==> src/hdl/lcf_pkg.sv <==
// ----------------------------------------------------------------------------
// lcf_pkg
// Shared types and constants for the LED clock face controller.
// ----------------------------------------------------------------------------
`default_nettype none

package lcf_pkg;

  // ring and field sizes
  localparam int LED_COUNT  = 12;
  localparam int CFG_IDX_W  = 3;
  localparam int CFG_DATA_W = 10;
  localparam int IN_DATA_W  = 8;
  localparam int OUT_DATA_W = 32;

  // operating modes
  localparam logic [1:0] MODE_CLOCK    = 2'd0;
  localparam logic [1:0] MODE_DISPLAY  = 2'd1;
  localparam logic [1:0] MODE_SET_HOUR = 2'd2;
  localparam logic [1:0] MODE_SET_MIN  = 2'd3;

  // configuration register indexes
  localparam logic [CFG_IDX_W-1:0] REG_TICKS_PER_SECOND   = 3'd0;
  localparam logic [CFG_IDX_W-1:0] REG_LONG_PRESS_SECONDS = 3'd1;
  localparam logic [CFG_IDX_W-1:0] REG_SHOW_BLINKS        = 3'd2;
  localparam logic [CFG_IDX_W-1:0] REG_BLINK_HALF_TICKS   = 3'd3;
  localparam logic [CFG_IDX_W-1:0] REG_BEEP_TICKS         = 3'd4;

  // time limits
  localparam logic [5:0] LAST_SECOND  = 6'd59;
  localparam logic [5:0] LAST_MINUTE  = 6'd59;
  localparam logic [3:0] LAST_HOUR    = 4'd11;
  localparam logic [5:0] MINUTE_STEP  = 6'd5;
  localparam logic [6:0] MINUTES_HOUR = 7'd60;
  localparam logic [3:0] PRESS_MAX    = 4'd15;

  typedef struct packed {
    logic [9:0] ticks_per_second;
    logic [3:0] long_press_seconds;
    logic [3:0] show_blinks;
    logic [7:0] blink_half_ticks;
    logic [7:0] beep_ticks;
  } cfg_t;

  typedef struct packed {
    logic [5:0]           minutes;
    logic [3:0]           hours;
    logic [1:0]           mode;
    logic                 buzzer;
    logic [LED_COUNT-1:0] leds;
  } result_t;

  // one-hot LED for a ring position, dark when out of range
  function automatic logic [LED_COUNT-1:0] led_bit(input logic [3:0] pos);
    logic [LED_COUNT-1:0] v;
    v = '0;
    if (pos < 4'(LED_COUNT)) begin
      v[pos] = 1'b1;
    end
    return v;
  endfunction

  // minutes / 5 by reciprocal multiply, exact for 0..59
  function automatic logic [3:0] minute_slot(input logic [5:0] m);
    logic [9:0] p;
    p = {4'd0, m} * 10'd13;
    return p[9:6];
  endfunction

endpackage

`default_nettype wire

==> src/hdl/lcf_cfg_regs.sv <==
// ----------------------------------------------------------------------------
// lcf_cfg_regs
// Configuration register file, written through the config channel.
// ----------------------------------------------------------------------------
`default_nettype none

module lcf_cfg_regs (
  input  wire logic                           clk,
  input  wire logic                           rst,
  input  wire logic                           wr_en,
  input  wire logic [lcf_pkg::CFG_IDX_W-1:0]  wr_index,
  input  wire logic [lcf_pkg::CFG_DATA_W-1:0] wr_data,
  output lcf_pkg::cfg_t                       cfg
);
  import lcf_pkg::*;

  // register writes, unknown indexes are dropped
  always_ff @(posedge clk) begin
    if (rst) begin
      cfg.ticks_per_second   <= 10'd10;
      cfg.long_press_seconds <= 4'd5;
      cfg.show_blinks        <= 4'd5;
      cfg.blink_half_ticks   <= 8'd3;
      cfg.beep_ticks         <= 8'd3;
    end else if (wr_en) begin
      unique case (wr_index)
        REG_TICKS_PER_SECOND:   cfg.ticks_per_second   <= wr_data;
        REG_LONG_PRESS_SECONDS: cfg.long_press_seconds <= wr_data[3:0];
        REG_SHOW_BLINKS:        cfg.show_blinks        <= wr_data[3:0];
        REG_BLINK_HALF_TICKS:   cfg.blink_half_ticks   <= wr_data[7:0];
        REG_BEEP_TICKS:         cfg.beep_ticks         <= wr_data[7:0];
        default: ;
      endcase
    end
  end

endmodule

`default_nettype wire

==> src/hdl/lcf_core.sv <==
// ----------------------------------------------------------------------------
// lcf_core
// Clock, press timing, display blinking and beep state with one-step update.
// ----------------------------------------------------------------------------
`default_nettype none

module lcf_core (
  input  wire logic    clk,
  input  wire logic    rst,
  input  wire logic    step,
  input  wire logic    tick,
  input  wire logic    button,
  input  wire lcf_pkg::cfg_t cfg,
  output lcf_pkg::result_t result
);
  import lcf_pkg::*;

  logic [1:0] mode_reg,        mode_reg_next;
  logic [3:0] hours_count,     hours_count_next;
  logic [5:0] minutes_count,   minutes_count_next;
  logic [5:0] seconds_count,   seconds_count_next;
  logic [9:0] subsecond_ticks, subsecond_ticks_next;
  logic [3:0] press_seconds,   press_seconds_next;
  logic [9:0] press_ticks,     press_ticks_next;
  logic [7:0] blink_timer,     blink_timer_next;
  logic       blink_phase,     blink_phase_next;
  logic [3:0] blinks_left,     blinks_left_next;
  logic [7:0] beep_timer,      beep_timer_next;

  logic       sec_done;
  logic       press_sec_done;
  logic       press_long;
  logic [6:0] min_plus;
  logic [LED_COUNT-1:0] leds;

  assign sec_done       = ({1'b0, subsecond_ticks} + 11'd1) >= {1'b0, cfg.ticks_per_second};
  assign press_sec_done = ({1'b0, press_ticks} + 11'd1) >= {1'b0, cfg.ticks_per_second};
  assign press_long     = press_seconds >= cfg.long_press_seconds;
  assign min_plus       = {1'b0, minutes_count} + {1'b0, MINUTE_STEP};

  // next state for one item: tick work first, then the button
  always_comb begin
    mode_reg_next        = mode_reg;
    hours_count_next     = hours_count;
    minutes_count_next   = minutes_count;
    seconds_count_next   = seconds_count;
    subsecond_ticks_next = subsecond_ticks;
    press_seconds_next   = press_seconds;
    press_ticks_next     = press_ticks;
    blink_timer_next     = blink_timer;
    blink_phase_next     = blink_phase;
    blinks_left_next     = blinks_left;
    beep_timer_next      = beep_timer;

    if (tick) begin
      if (beep_timer != 8'd0) begin
        beep_timer_next = beep_timer - 8'd1;
      end
      if (mode_reg == MODE_DISPLAY) begin
        // blink sequencer
        if (blink_timer > 8'd1) begin
          blink_timer_next = blink_timer - 8'd1;
        end else if (blink_phase) begin
          blink_phase_next = 1'b0;
          blink_timer_next = cfg.blink_half_ticks;
        end else if (blinks_left <= 4'd1) begin
          blinks_left_next = 4'd0;
          blink_timer_next = 8'd0;
          mode_reg_next    = MODE_CLOCK;
        end else begin
          blinks_left_next = blinks_left - 4'd1;
          blink_phase_next = 1'b1;
          blink_timer_next = cfg.blink_half_ticks;
        end
      end else if (mode_reg == MODE_CLOCK) begin
        // time of day
        if (sec_done) begin
          subsecond_ticks_next = 10'd0;
          if (seconds_count >= LAST_SECOND) begin
            seconds_count_next = 6'd0;
            if (minutes_count >= LAST_MINUTE) begin
              minutes_count_next = 6'd0;
              hours_count_next   = (hours_count >= LAST_HOUR) ? 4'd0 : hours_count + 4'd1;
            end else begin
              minutes_count_next = minutes_count + 6'd1;
            end
          end else begin
            seconds_count_next = seconds_count + 6'd1;
          end
        end else begin
          subsecond_ticks_next = subsecond_ticks + 10'd1;
        end
      end
    end

    if (button) begin
      // press timing
      if (tick) begin
        if (press_sec_done) begin
          press_ticks_next = 10'd0;
          if (press_seconds < PRESS_MAX) begin
            press_seconds_next = press_seconds + 4'd1;
          end
        end else begin
          press_ticks_next = press_ticks + 10'd1;
        end
      end
    end else begin
      // release judges the press against the mode after tick work
      press_seconds_next = 4'd0;
      press_ticks_next   = 10'd0;
      if (press_seconds != 4'd0) begin
        unique case (mode_reg_next)
          MODE_CLOCK: begin
            if (press_long) begin
              beep_timer_next = cfg.beep_ticks;
              mode_reg_next   = MODE_SET_HOUR;
            end else begin
              mode_reg_next    = MODE_DISPLAY;
              blinks_left_next = cfg.show_blinks;
              blink_phase_next = 1'b1;
              blink_timer_next = cfg.blink_half_ticks;
            end
          end
          MODE_SET_HOUR: begin
            if (press_long) begin
              mode_reg_next = MODE_SET_MIN;
            end else begin
              hours_count_next = (hours_count_next >= LAST_HOUR) ? 4'd0
                                                                  : hours_count_next + 4'd1;
            end
          end
          MODE_SET_MIN: begin
            if (press_long) begin
              beep_timer_next = cfg.beep_ticks;
              mode_reg_next   = MODE_CLOCK;
            end else if (min_plus >= MINUTES_HOUR) begin
              minutes_count_next = 6'(min_plus - MINUTES_HOUR);
            end else begin
              minutes_count_next = min_plus[5:0];
            end
          end
          MODE_DISPLAY: ;
          default: ;
        endcase
      end
    end
  end

  // LED ring from the updated state
  always_comb begin
    unique case (mode_reg_next)
      MODE_DISPLAY:  leds = led_bit(hours_count_next)
                           | (blink_phase_next ? led_bit(minute_slot(minutes_count_next))
                                               : '0);
      MODE_SET_HOUR: leds = led_bit(hours_count_next);
      MODE_SET_MIN:  leds = led_bit(minute_slot(minutes_count_next));
      default:       leds = '0;
    endcase
  end

  assign result.leds    = leds;
  assign result.buzzer  = beep_timer_next != 8'd0;
  assign result.mode    = mode_reg_next;
  assign result.hours   = hours_count_next;
  assign result.minutes = minutes_count_next;

  // state registers, updated once per item
  always_ff @(posedge clk) begin
    if (rst) begin
      mode_reg        <= MODE_CLOCK;
      hours_count     <= 4'd7;
      minutes_count   <= 6'd30;
      seconds_count   <= 6'd0;
      subsecond_ticks <= 10'd0;
      press_seconds   <= 4'd0;
      press_ticks     <= 10'd0;
      blink_timer     <= 8'd0;
      blink_phase     <= 1'b0;
      blinks_left     <= 4'd0;
      beep_timer      <= 8'd0;
    end else if (step) begin
      mode_reg        <= mode_reg_next;
      hours_count     <= hours_count_next;
      minutes_count   <= minutes_count_next;
      seconds_count   <= seconds_count_next;
      subsecond_ticks <= subsecond_ticks_next;
      press_seconds   <= press_seconds_next;
      press_ticks     <= press_ticks_next;
      blink_timer     <= blink_timer_next;
      blink_phase     <= blink_phase_next;
      blinks_left     <= blinks_left_next;
      beep_timer      <= beep_timer_next;
    end
  end

endmodule

`default_nettype wire

==> src/hdl/led_clock_face_controller.sv <==
// ----------------------------------------------------------------------------
// led_clock_face_controller
// Twelve-hour LED ring clock with button-driven display and time setting.
//
// Input stream: one transaction per sample, carrying the base tick flag and
// the button level. Output stream: one transaction per input, carrying the
// LED pattern, buzzer, mode and the current hours and minutes.
// Config channel: cfg_index selects a register, cfg_data is its value; it is
// always ready. The user must write it only while no transaction is in
// flight; the block itself does not enforce this. An accepted input sits
// in an input register; the state update and the result are computed from
// it in one pass and land in the output register. Throughput is one
// transaction per cycle while the receiver does not stall. When the
// receiver stalls, the result holds in the output register and one more
// input is taken into the input register before s_tready drops. Reset
// clears both valid flags and sets the state: clock mode, 7:30:00, no beep.
// ----------------------------------------------------------------------------
`default_nettype none

module led_clock_face_controller (
  input  wire logic                           clk,
  input  wire logic                           rst,
  // input stream
  input  wire logic                           s_tvalid,
  output      logic                           s_tready,
  input  wire logic [lcf_pkg::IN_DATA_W-1:0]  s_tdata,  // tick, button
  // output stream
  output      logic                           m_tvalid,
  input  wire logic                           m_tready,
  output      logic [lcf_pkg::OUT_DATA_W-1:0] m_tdata,  // leds[11:0], buzzer, mode[1:0],
                                                        // hours[3:0], minutes[5:0]
  // config write channel
  input  wire logic                           cfg_valid,
  output      logic                           cfg_ready,
  input  wire logic [lcf_pkg::CFG_IDX_W-1:0]  cfg_index,
  input  wire logic [lcf_pkg::CFG_DATA_W-1:0] cfg_data
);
  import lcf_pkg::*;

  cfg_t    cfg;
  result_t next_result;
  result_t out_result;

  logic in_valid;
  logic in_tick;
  logic in_button;
  logic advance;

  assign cfg_ready = 1'b1;

  lcf_cfg_regs u_cfg (
    .clk      (clk),
    .rst      (rst),
    .wr_en    (cfg_valid && cfg_ready),
    .wr_index (cfg_index),
    .wr_data  (cfg_data),
    .cfg      (cfg)
  );

  // item moves on when the output register is free or being drained
  assign advance  = in_valid && (!m_tvalid || m_tready);
  assign s_tready = !in_valid || advance;

  // input register
  always_ff @(posedge clk) begin
    if (rst) begin
      in_valid <= 1'b0;
    end else if (s_tready) begin
      in_valid <= s_tvalid;
    end
  end

  always_ff @(posedge clk) begin
    if (s_tready && s_tvalid) begin
      in_tick   <= s_tdata[0];
      in_button <= s_tdata[1];
    end
  end

  lcf_core u_core (
    .clk    (clk),
    .rst    (rst),
    .step   (advance),
    .tick   (in_tick),
    .button (in_button),
    .cfg    (cfg),
    .result (next_result)
  );

  // output register
  always_ff @(posedge clk) begin
    if (rst) begin
      m_tvalid <= 1'b0;
    end else if (!m_tvalid || m_tready) begin
      m_tvalid <= in_valid;
    end
  end

  always_ff @(posedge clk) begin
    if (advance) begin
      out_result <= next_result;
    end
  end

  assign m_tdata = {(OUT_DATA_W - $bits(result_t))'(0), out_result};

  // checks
  a_clock_dark: assert property (@(posedge clk) disable iff (rst)
    m_tvalid && out_result.mode == MODE_CLOCK |-> out_result.leds == '0)
    else $error("leds lit in clock mode");

  a_time_range: assert property (@(posedge clk) disable iff (rst)
    m_tvalid |-> out_result.hours <= LAST_HOUR && out_result.minutes <= LAST_MINUTE)
    else $error("time out of range");

  a_hour_shown: assert property (@(posedge clk) disable iff (rst)
    m_tvalid && (out_result.mode == MODE_DISPLAY || out_result.mode == MODE_SET_HOUR)
    |-> out_result.leds[out_result.hours])
    else $error("hour LED dark while shown");

  a_one_or_two_leds: assert property (@(posedge clk) disable iff (rst)
    m_tvalid |-> $countones(out_result.leds) <= 2)
    else $error("too many LEDs lit");

  a_stall_blocks: assert property (@(posedge clk) disable iff (rst)
    in_valid && m_tvalid && !m_tready |-> !s_tready && !advance)
    else $error("input taken while both registers full");

endmodule

`default_nettype wire

==> config.mk <==
export PLATFORM = sky130hd
export DESIGN_NAME = led_clock_face_controller
export DESIGN_NICKNAME = d
export VERILOG_FILES = /design/src/hdl/lcf_pkg.sv /design/src/hdl/lcf_cfg_regs.sv /design/src/hdl/lcf_core.sv /design/src/hdl/led_clock_face_controller.sv
export SDC_FILE = /design/constraint.sdc
export NUM_CORES = 1
export LEC_CHECK = 0
export BUFFER_PORTS_ARGS = -buffer_cell sky130_fd_sc_hd__buf_2
export CAP_MARGIN = 20
export CORE_UTILIZATION = 50
export CTS_BUF_LIST = sky130_fd_sc_hd__clkbuf_8 sky130_fd_sc_hd__clkbuf_16
export DETAILED_ROUTE_END_ITERATION = 8
export PLACE_DENSITY = 0.75
export SETUP_SLACK_MARGIN = 0.05
export SLEW_MARGIN = 20
export SYNTH_ARGS = -nofsm -noshare
export SYNTH_HDL_FRONTEND = slang
export SYNTH_SLANG_ARGS = --single-unit
==> constraint.sdc <==
create_clock -name clk -period 15 [get_ports clk]
set_input_delay 0.75 -clock clk [delete_from_list [all_inputs] [get_ports clk]]
set_output_delay 0.75 -clock clk [all_outputs]
set_load 0.02 [all_outputs]
==> run metrics, run 1 <==
fin crit share 42.1%; deepest clock path buffer count 2; final net count 1062; post-synth top area cell dfxtp_1; post-synthesis cell area 7700 sq um; Vias/cell 5.74; Yosys Warn Count 0; worst-margin pin slew 1050 ps; Largest delay share family, worst path compound AO/OA/AOI/OAI gates; # Max-Cap Violations 0; Placer Congestion 0.858; CTS tree yes; Reg clk slew, reported paths 60 ps; vias in the first global route 6118; min Tclk post-route 6310 ps; Max VDD drop 93.0 uV; CORE AREA 14800 sq um; WS Path Type reg -> reg; Hold Path Origin u_cfg.cfg[11]$_SDFFE_PP0P_; Commonest cells post-synth 145 x nand2_1, 99 x dfxtp_1, 92 x nor2_1; port bufs 46; critical path endpoint category register; startpoint types register; Final ANT Viol Nets 0; Clock Skews 6.89 ps; CP startpoint u_core.subsecond_ticks[0]$_SDFFE_PP0P_; htree depth 4; n_diodes 0; largest net degree at the start of global routing 79; row count 44; Slew Limit Fails 0; Max Clk Rate 158 MHz; ranking of synthesized cells by area dfxtp_1 26%, edfxtp_1 11%, ha_1 9.3%; Most flops, register u_cfg.cfg; Die Ht 126 um; Critical R2R Launch u_core.subsecond_ticks[0]$_SDFFE_PP0P_; Yosys cell types 70; top-count cell post-synth nand2_1; PD cells 105 nW/um^2; Die Area 15900 sq um; Pre-antenna DRT Iters 5; overall routing resource usage 22.5%; clk sinks 126; half-perimeter wire length after placement 12000 um; worst stage delay on the critical path 580 ps; worst path arrival time 6590 ps; crit-path most repeated cell ha_1; Vias 6733; Worst Hold Class reg -> reg; Die W 126 um; Static Leakage 3.49 nW; Worst path slowest cell o31ai_1; Final Routed Wirelength 17200 um; top_reg_cell synth dfxtp_1; Max Fanout on Critical Path 6; final setup violating endpoints 0; grt ovf 0; initial antenna violation count 0; Initial DRC Count 390; #FFs+latches synth 126; Cells after Synth 955; initial core utilization 52.2%; drt wl/cell 14.6 um; setup TNS 0 ps; Data required, critical path 15270 ps; Post-synth ARST share 0%; post_cts resized 0; first-pass GRT wire length 28600 um; unrepaired setup endpoints after global routing false; Seq/Total Area, Yosys 36.3%; layout cell share with drive strength beyond 1 10.1%; root buffer cell clkbuf_16; critical path cell sequence ha_1, nand3_1, nor2_1, and3_1, xor2_1, ha_1, a21oi_1, nor2b_1, a311oi_1, o21ai_1, nand2_1, o21ai_0, o311a_1, a21oi_1, ha_1, fa_1, ha_1, nand3_1, o31ai_1, a21boi_0, or4_1, o22ai_1; clk_lat worst skew 430 ps; Post-CTS Setup Repair Bufs 0; Avg Cell Area, Syn 8.06 sq um; Hold Buf Count CTS 0; buffer and inverter count on the worst path 0; status finished clean; I/O pins 61; max reg flops 34; CTS Buf Count 17; Layout area overhead 11.3%; Post-synth EDFFs 27; drc violations 0; final hold vios 0; Layout Utilization 58.1%; post-synth top area share 25.7%; headroom to the max-slew limit 29.7%
kinds of logic (layout without fill, tap and decap cells):
| family | count (synthesis) | after routing | share of synthesized area [%] |
|---|---|---|---|
| muxes | 19 | 19 | 2.57 |
| DFF | 126 | 126 | 36.3 |
| and+or+nand+nor | 385 | 385 | 23.0 |
| AOI/OAI and AO/OA | 226 | 226 | 18.5 |
| other | 2 | 8 | 0.0976 |
| xor gates and xnor gates | 39 | 39 | 4.44 |
| adders and majority gates | 60 | 60 | 9.92 |
| buffers and inverters | 98 | 127 | 5.23 |
placed cells by master, fill, tap and decap left out, types with 8 or more instances in the layout:
| master | synthesis | final |
|---|---|---|
| a211oi_1 | 14 | 14 |
| nand4_1 | 8 | 8 |
| a21o_1 | 8 | 8 |
| and3_1 | 14 | 14 |
| nand3_1 | 43 | 43 |
| o22ai_1 | 14 | 14 |
| nor2b_1 | 11 | 11 |
| dfxtp_1 | 99 | 99 |
| mux2i_1 | 15 | 15 |
| inv_1 | 44 | 43 |
| edfxtp_1 | 27 | 27 |
| nand2_1 | 145 | 145 |
| xor2_1 | 19 | 19 |
| buf_2 | 4 | 46 |
| clkbuf_16 | 0 | 17 |
| nor2_1 | 92 | 92 |
| a21oi_1 | 88 | 88 |
| o21ai_0 | 39 | 39 |
| o211ai_1 | 10 | 10 |
| xnor2_1 | 20 | 20 |
| conb_1 | 2 | 8 |
| nor3_1 | 27 | 27 |
| ha_1 | 57 | 57 |
cell type report:
type | count | area [sq um]
Timing Repair Buffer | 51 | 268
Clock buffer | 17 | 425
Fill cell | 1371 | 6190
Clock inverter | 15 | 160
Sequential cell | 126 | 2790
Inverter | 44 | 165
Tap cell | 184 | 230
Multi-Input combinational cell | 737 | 4530
layer usage:
metal	global-route usage, %	vias up	part of all wire, %
li1	-	3415	-
met4	9.85	0	2.3
met1	28.3	3109	47
met5	0	-	0
met3	5.44	27	5.2
met2	36.6	182	45
stage by stage:
step           setup WS [ps]  total power, W  hold WS (ps)  cell area (sq um)  cells
6_report                8690        0.000902           460               8570   1174
5_1_grt                 8300        0.000942           477               8570   1174
4_1_cts                 8760        0.000909           459               8570   1174
3_5_place_dp            8840        0.000500           450               7980   1142
3_3_place_gp            8930        0.000497           446               7980   1142
2_1_floorplan           9710        0.000473           430               7720    961
tightest hold or removal path: stages, from the launching register on:
cell and delay, ps:
dfxtp_1 310, nand2_1 50, a21oi_1 50
where the power goes:
part / switching [W] / internal, W / leakage (nW)
logic: 0.0000802 / 0.0000487 / 2.14
registers: 0.00000955 / 0.000356 / 1.05
clock network: 0.000162 / 0.000246 / 0.289
total: 0.000251 / 0.000650 / 3.49
path summary, 6_finish.rpt:
| path | end | slack, ps | depth (start not counted) |
|---|---|---|---|
| worst max-delay path | m_tdata[6]$_DFFE_PP_ | 8690 | 22 |
| worst min-delay path | u_cfg.cfg[11]$_SDFFE_PP0P_ | 460 | 2 |
| worst max register to register | m_tdata[6]$_DFFE_PP_ | 8690 | 22 |
| worst min register to register | u_cfg.cfg[11]$_SDFFE_PP0P_ | 460 | 2 |
Note: power is estimated with default switching activity, not from simulation.
==> inputs of run 2 (changes only) <==
--- a/config.mk
+++ b/config.mk
@@ -5,6 +5,7 @@
 export SDC_FILE = /design/constraint.sdc
 export NUM_CORES = 1
 export LEC_CHECK = 0
+export ABC_AREA = 1
 export BUFFER_PORTS_ARGS = -buffer_cell sky130_fd_sc_hd__buf_2
 export CAP_MARGIN = 20
 export CORE_UTILIZATION = 50
==> constraint.sdc (replaced) <==
create_clock -name clk -period 6.5 [get_ports clk]
set_input_delay 0.325 -clock clk [delete_from_list [all_inputs] [get_ports clk]]
set_output_delay 0.325 -clock clk [all_outputs]
set_load 0.02 [all_outputs]
==> run 2 against run 1 <==
Compared with the run above: utilization decreased by 0.53 points; critical path depth increased by 9; via count increased by 4.0%; synthesized cell count increased by 12%; clock skew increased by 9.2 ps; setup slack got worse by 7700 ps; design area increased by 2.1%; global-route usage increased by 0.68 points; clock-buffer cell count increased by 2; cell count increased by 12%; power increased by 140%.
==> run metrics, run 2 <==
drc violations 0; Hold Path Origin s_tdata[1]; layout cell share with drive strength beyond 1 12.4%; Avg Cell Area, Syn 7.32 sq um; min Tclk post-route 5520 ps; Die Area 16100 sq um; WS Path Type reg -> reg; root buffer cell clkbuf_16; post-synth top area cell dfxtp_1; Worst Hold Class in -> reg; n_diodes 0; Pre-antenna DRT Iters 5; Pwr Total 0.00218 W; top-count cell post-synth nand2_1; final setup violating endpoints 0; placed cell area 8190 sq um; Commonest cells post-synth 195 x nand2_1, 142 x inv_1, 99 x a21oi_1, 99 x dfxtp_1, 98 x nor2_1; Reg clk slew, reported paths 60 ps; largest net degree at the start of global routing 50; fin area 8750 sq um; initial antenna violation count 0; post_cts resized 0; status finished clean; row count 45; initial core utilization 51.4%; half-perimeter wire length after placement 12700 um; headroom to the max-slew limit 40.2%; I/O pins 61; Layout area overhead 11.9%; critical path endpoint category register; Layout Utilization 57.5%; Clock Skews 16.1 ps; Seq/Total Area, Yosys 35.7%; CP startpoint u_core.subsecond_ticks[0]$_SDFFE_PP0P_; Hold Buf Count CTS 0; fin crit share 85.0%; Vias 7000; Final ANT Viol Nets 0; first-pass GRT wire length 29900 um; worst-margin pin slew 888 ps; most frequent cells in the layout 195 x nand2_1, 147 x inv_1, 99 x a21oi_1, 99 x dfxtp_1, 98 x nor2_1; Data required, critical path 6770 ps; Yosys Warn Count 0; Critical R2R Launch u_core.subsecond_ticks[0]$_SDFFE_PP0P_; final net count 1197; crit-path most repeated cell nand2_1; max reg flops 34; Worst path slowest cell fa_1; Max Clk Rate 181 MHz; Post-synth ARST share 0%; final hold vios 0; port bufs 46; Most flops, register u_cfg.cfg; most common cell after layout, fill and taps aside nand2_1; clk sinks 126; Slew Limit Fails 0; worst stage delay on the critical path 470 ps; htree depth 4; ranking of synthesized cells by area dfxtp_1 25%, edfxtp_1 10%, nand2_1 9.4%; unrepaired setup endpoints after global routing false; Vias/cell 5.33; Yosys cell types 47; post-synth top area share 25.4%; Placer Congestion 0.872; FF-to-FF setup slack 980 ps; grt ovf 0; clk_lat worst skew 430 ps; deepest clock path buffer count 2; #FFs+latches synth 126; CTS tree yes; overall routing resource usage 23.2%; Die W 127 um; PD cells 249 nW/um^2; CORE AREA 15200 sq um; # Max-Cap Violations 0; Post-CTS Setup Repair Bufs 0; Cells after Synth 1068; drt wl/cell 13.2 um; Final Routed Wirelength 17400 um; Max Fanout on Critical Path 6; vias in the first global route 6524; startpoint types register; Static Leakage 3.96 nW; post-synthesis cell area 7810 sq um; setup TNS 0 ps; top_reg_cell synth dfxtp_1; CTS Buf Count 17; Die Ht 127 um; worst path arrival time 5790 ps; Max VDD drop 182 uV; Initial DRC Count 367; Post-synth EDFFs 27
[run 2: cell count changes after synthesis, moves of 14 or more]
| cell | previous run | this run |
|---|---|---|
| inv_1 | 44 | 142 |
| nand2_1 | 145 | 195 |
| o21ai_0 | 39 | 81 |
| nand2_2 | 0 | 23 |
| nand3_1 | 43 | 60 |
| mux2i_1 | 15 | 0 |
| and3_1 | 14 | 0 |
[run 2: metrics by stage]
stage | hold WS [ps] | setup slack (ps) | instances
final | 78.4 | 976 | 1313
after floorplan | 424 | 1810 | 1074
after detailed placement | 441 | 1120 | 1281
after global placement | 435 | 1190 | 1281
after CTS | 65.6 | 1010 | 1313
after global routing | 68.0 | 466 | 1313
[run 2: per-layer routing]
layer	GRT usage, %	share of wire, %	wire, um	vias up
met5	0	0	0	-
met4	7.91	1.5	253	0
met3	5.03	4.7	817	26
met2	38.2	47	8120	176
met1	30.1	47	8200	3171
li1	-	-	-	3627
[run 2: cells by family after synthesis]
| kind of cell | synth area share [%] |
|---|---|
| flops | 35.7 |
| simple gates | 25.7 |
| xor+xnor | 2.13 |
| compound gates | 17.3 |
| buf+inv | 9.37 |
| fa+ha+maj | 9.64 |
| other cells | 0.0961 |
[run 2: power breakdown]
group	switching, W	leakage [nW]	internal, W
logic	0.000283	2.61	0.000137
registers	0.0000230	1.05	0.000834
clock network	0.000332	0.302	0.000571
total	0.000637	3.96	0.00154
[run 2: layout make-up]
class | instances | area, sq um
well taps | 188 | 235
fillers | 1399 | 6450
clock inverters | 13 | 109
multi-input cells | 763 | 4310
flip-flops and latches | 126 | 2790
inverters | 154 | 586
clock buffers | 19 | 453
repair buffers | 50 | 260
[run 2: worst max-delay path: cells and delay by family (launching register included)]
family	cells	cell delay, ps
simple gates	19	1870
fa+ha+maj	5	1640
compound gates	5	1160
flops	1	390
xor+xnor	1	240
buf+inv	1	70
[run 2: final timing paths]
path                               end  cells past startpoint
max reg2reg      m_tdata[10]$_DFFE_PP_                     31
min                in_button$_DFFE_PP_                      1
min reg2reg  u_cfg.cfg[3]$_SDFFE_PP0P_                      2
max              m_tdata[10]$_DFFE_PP_                     31
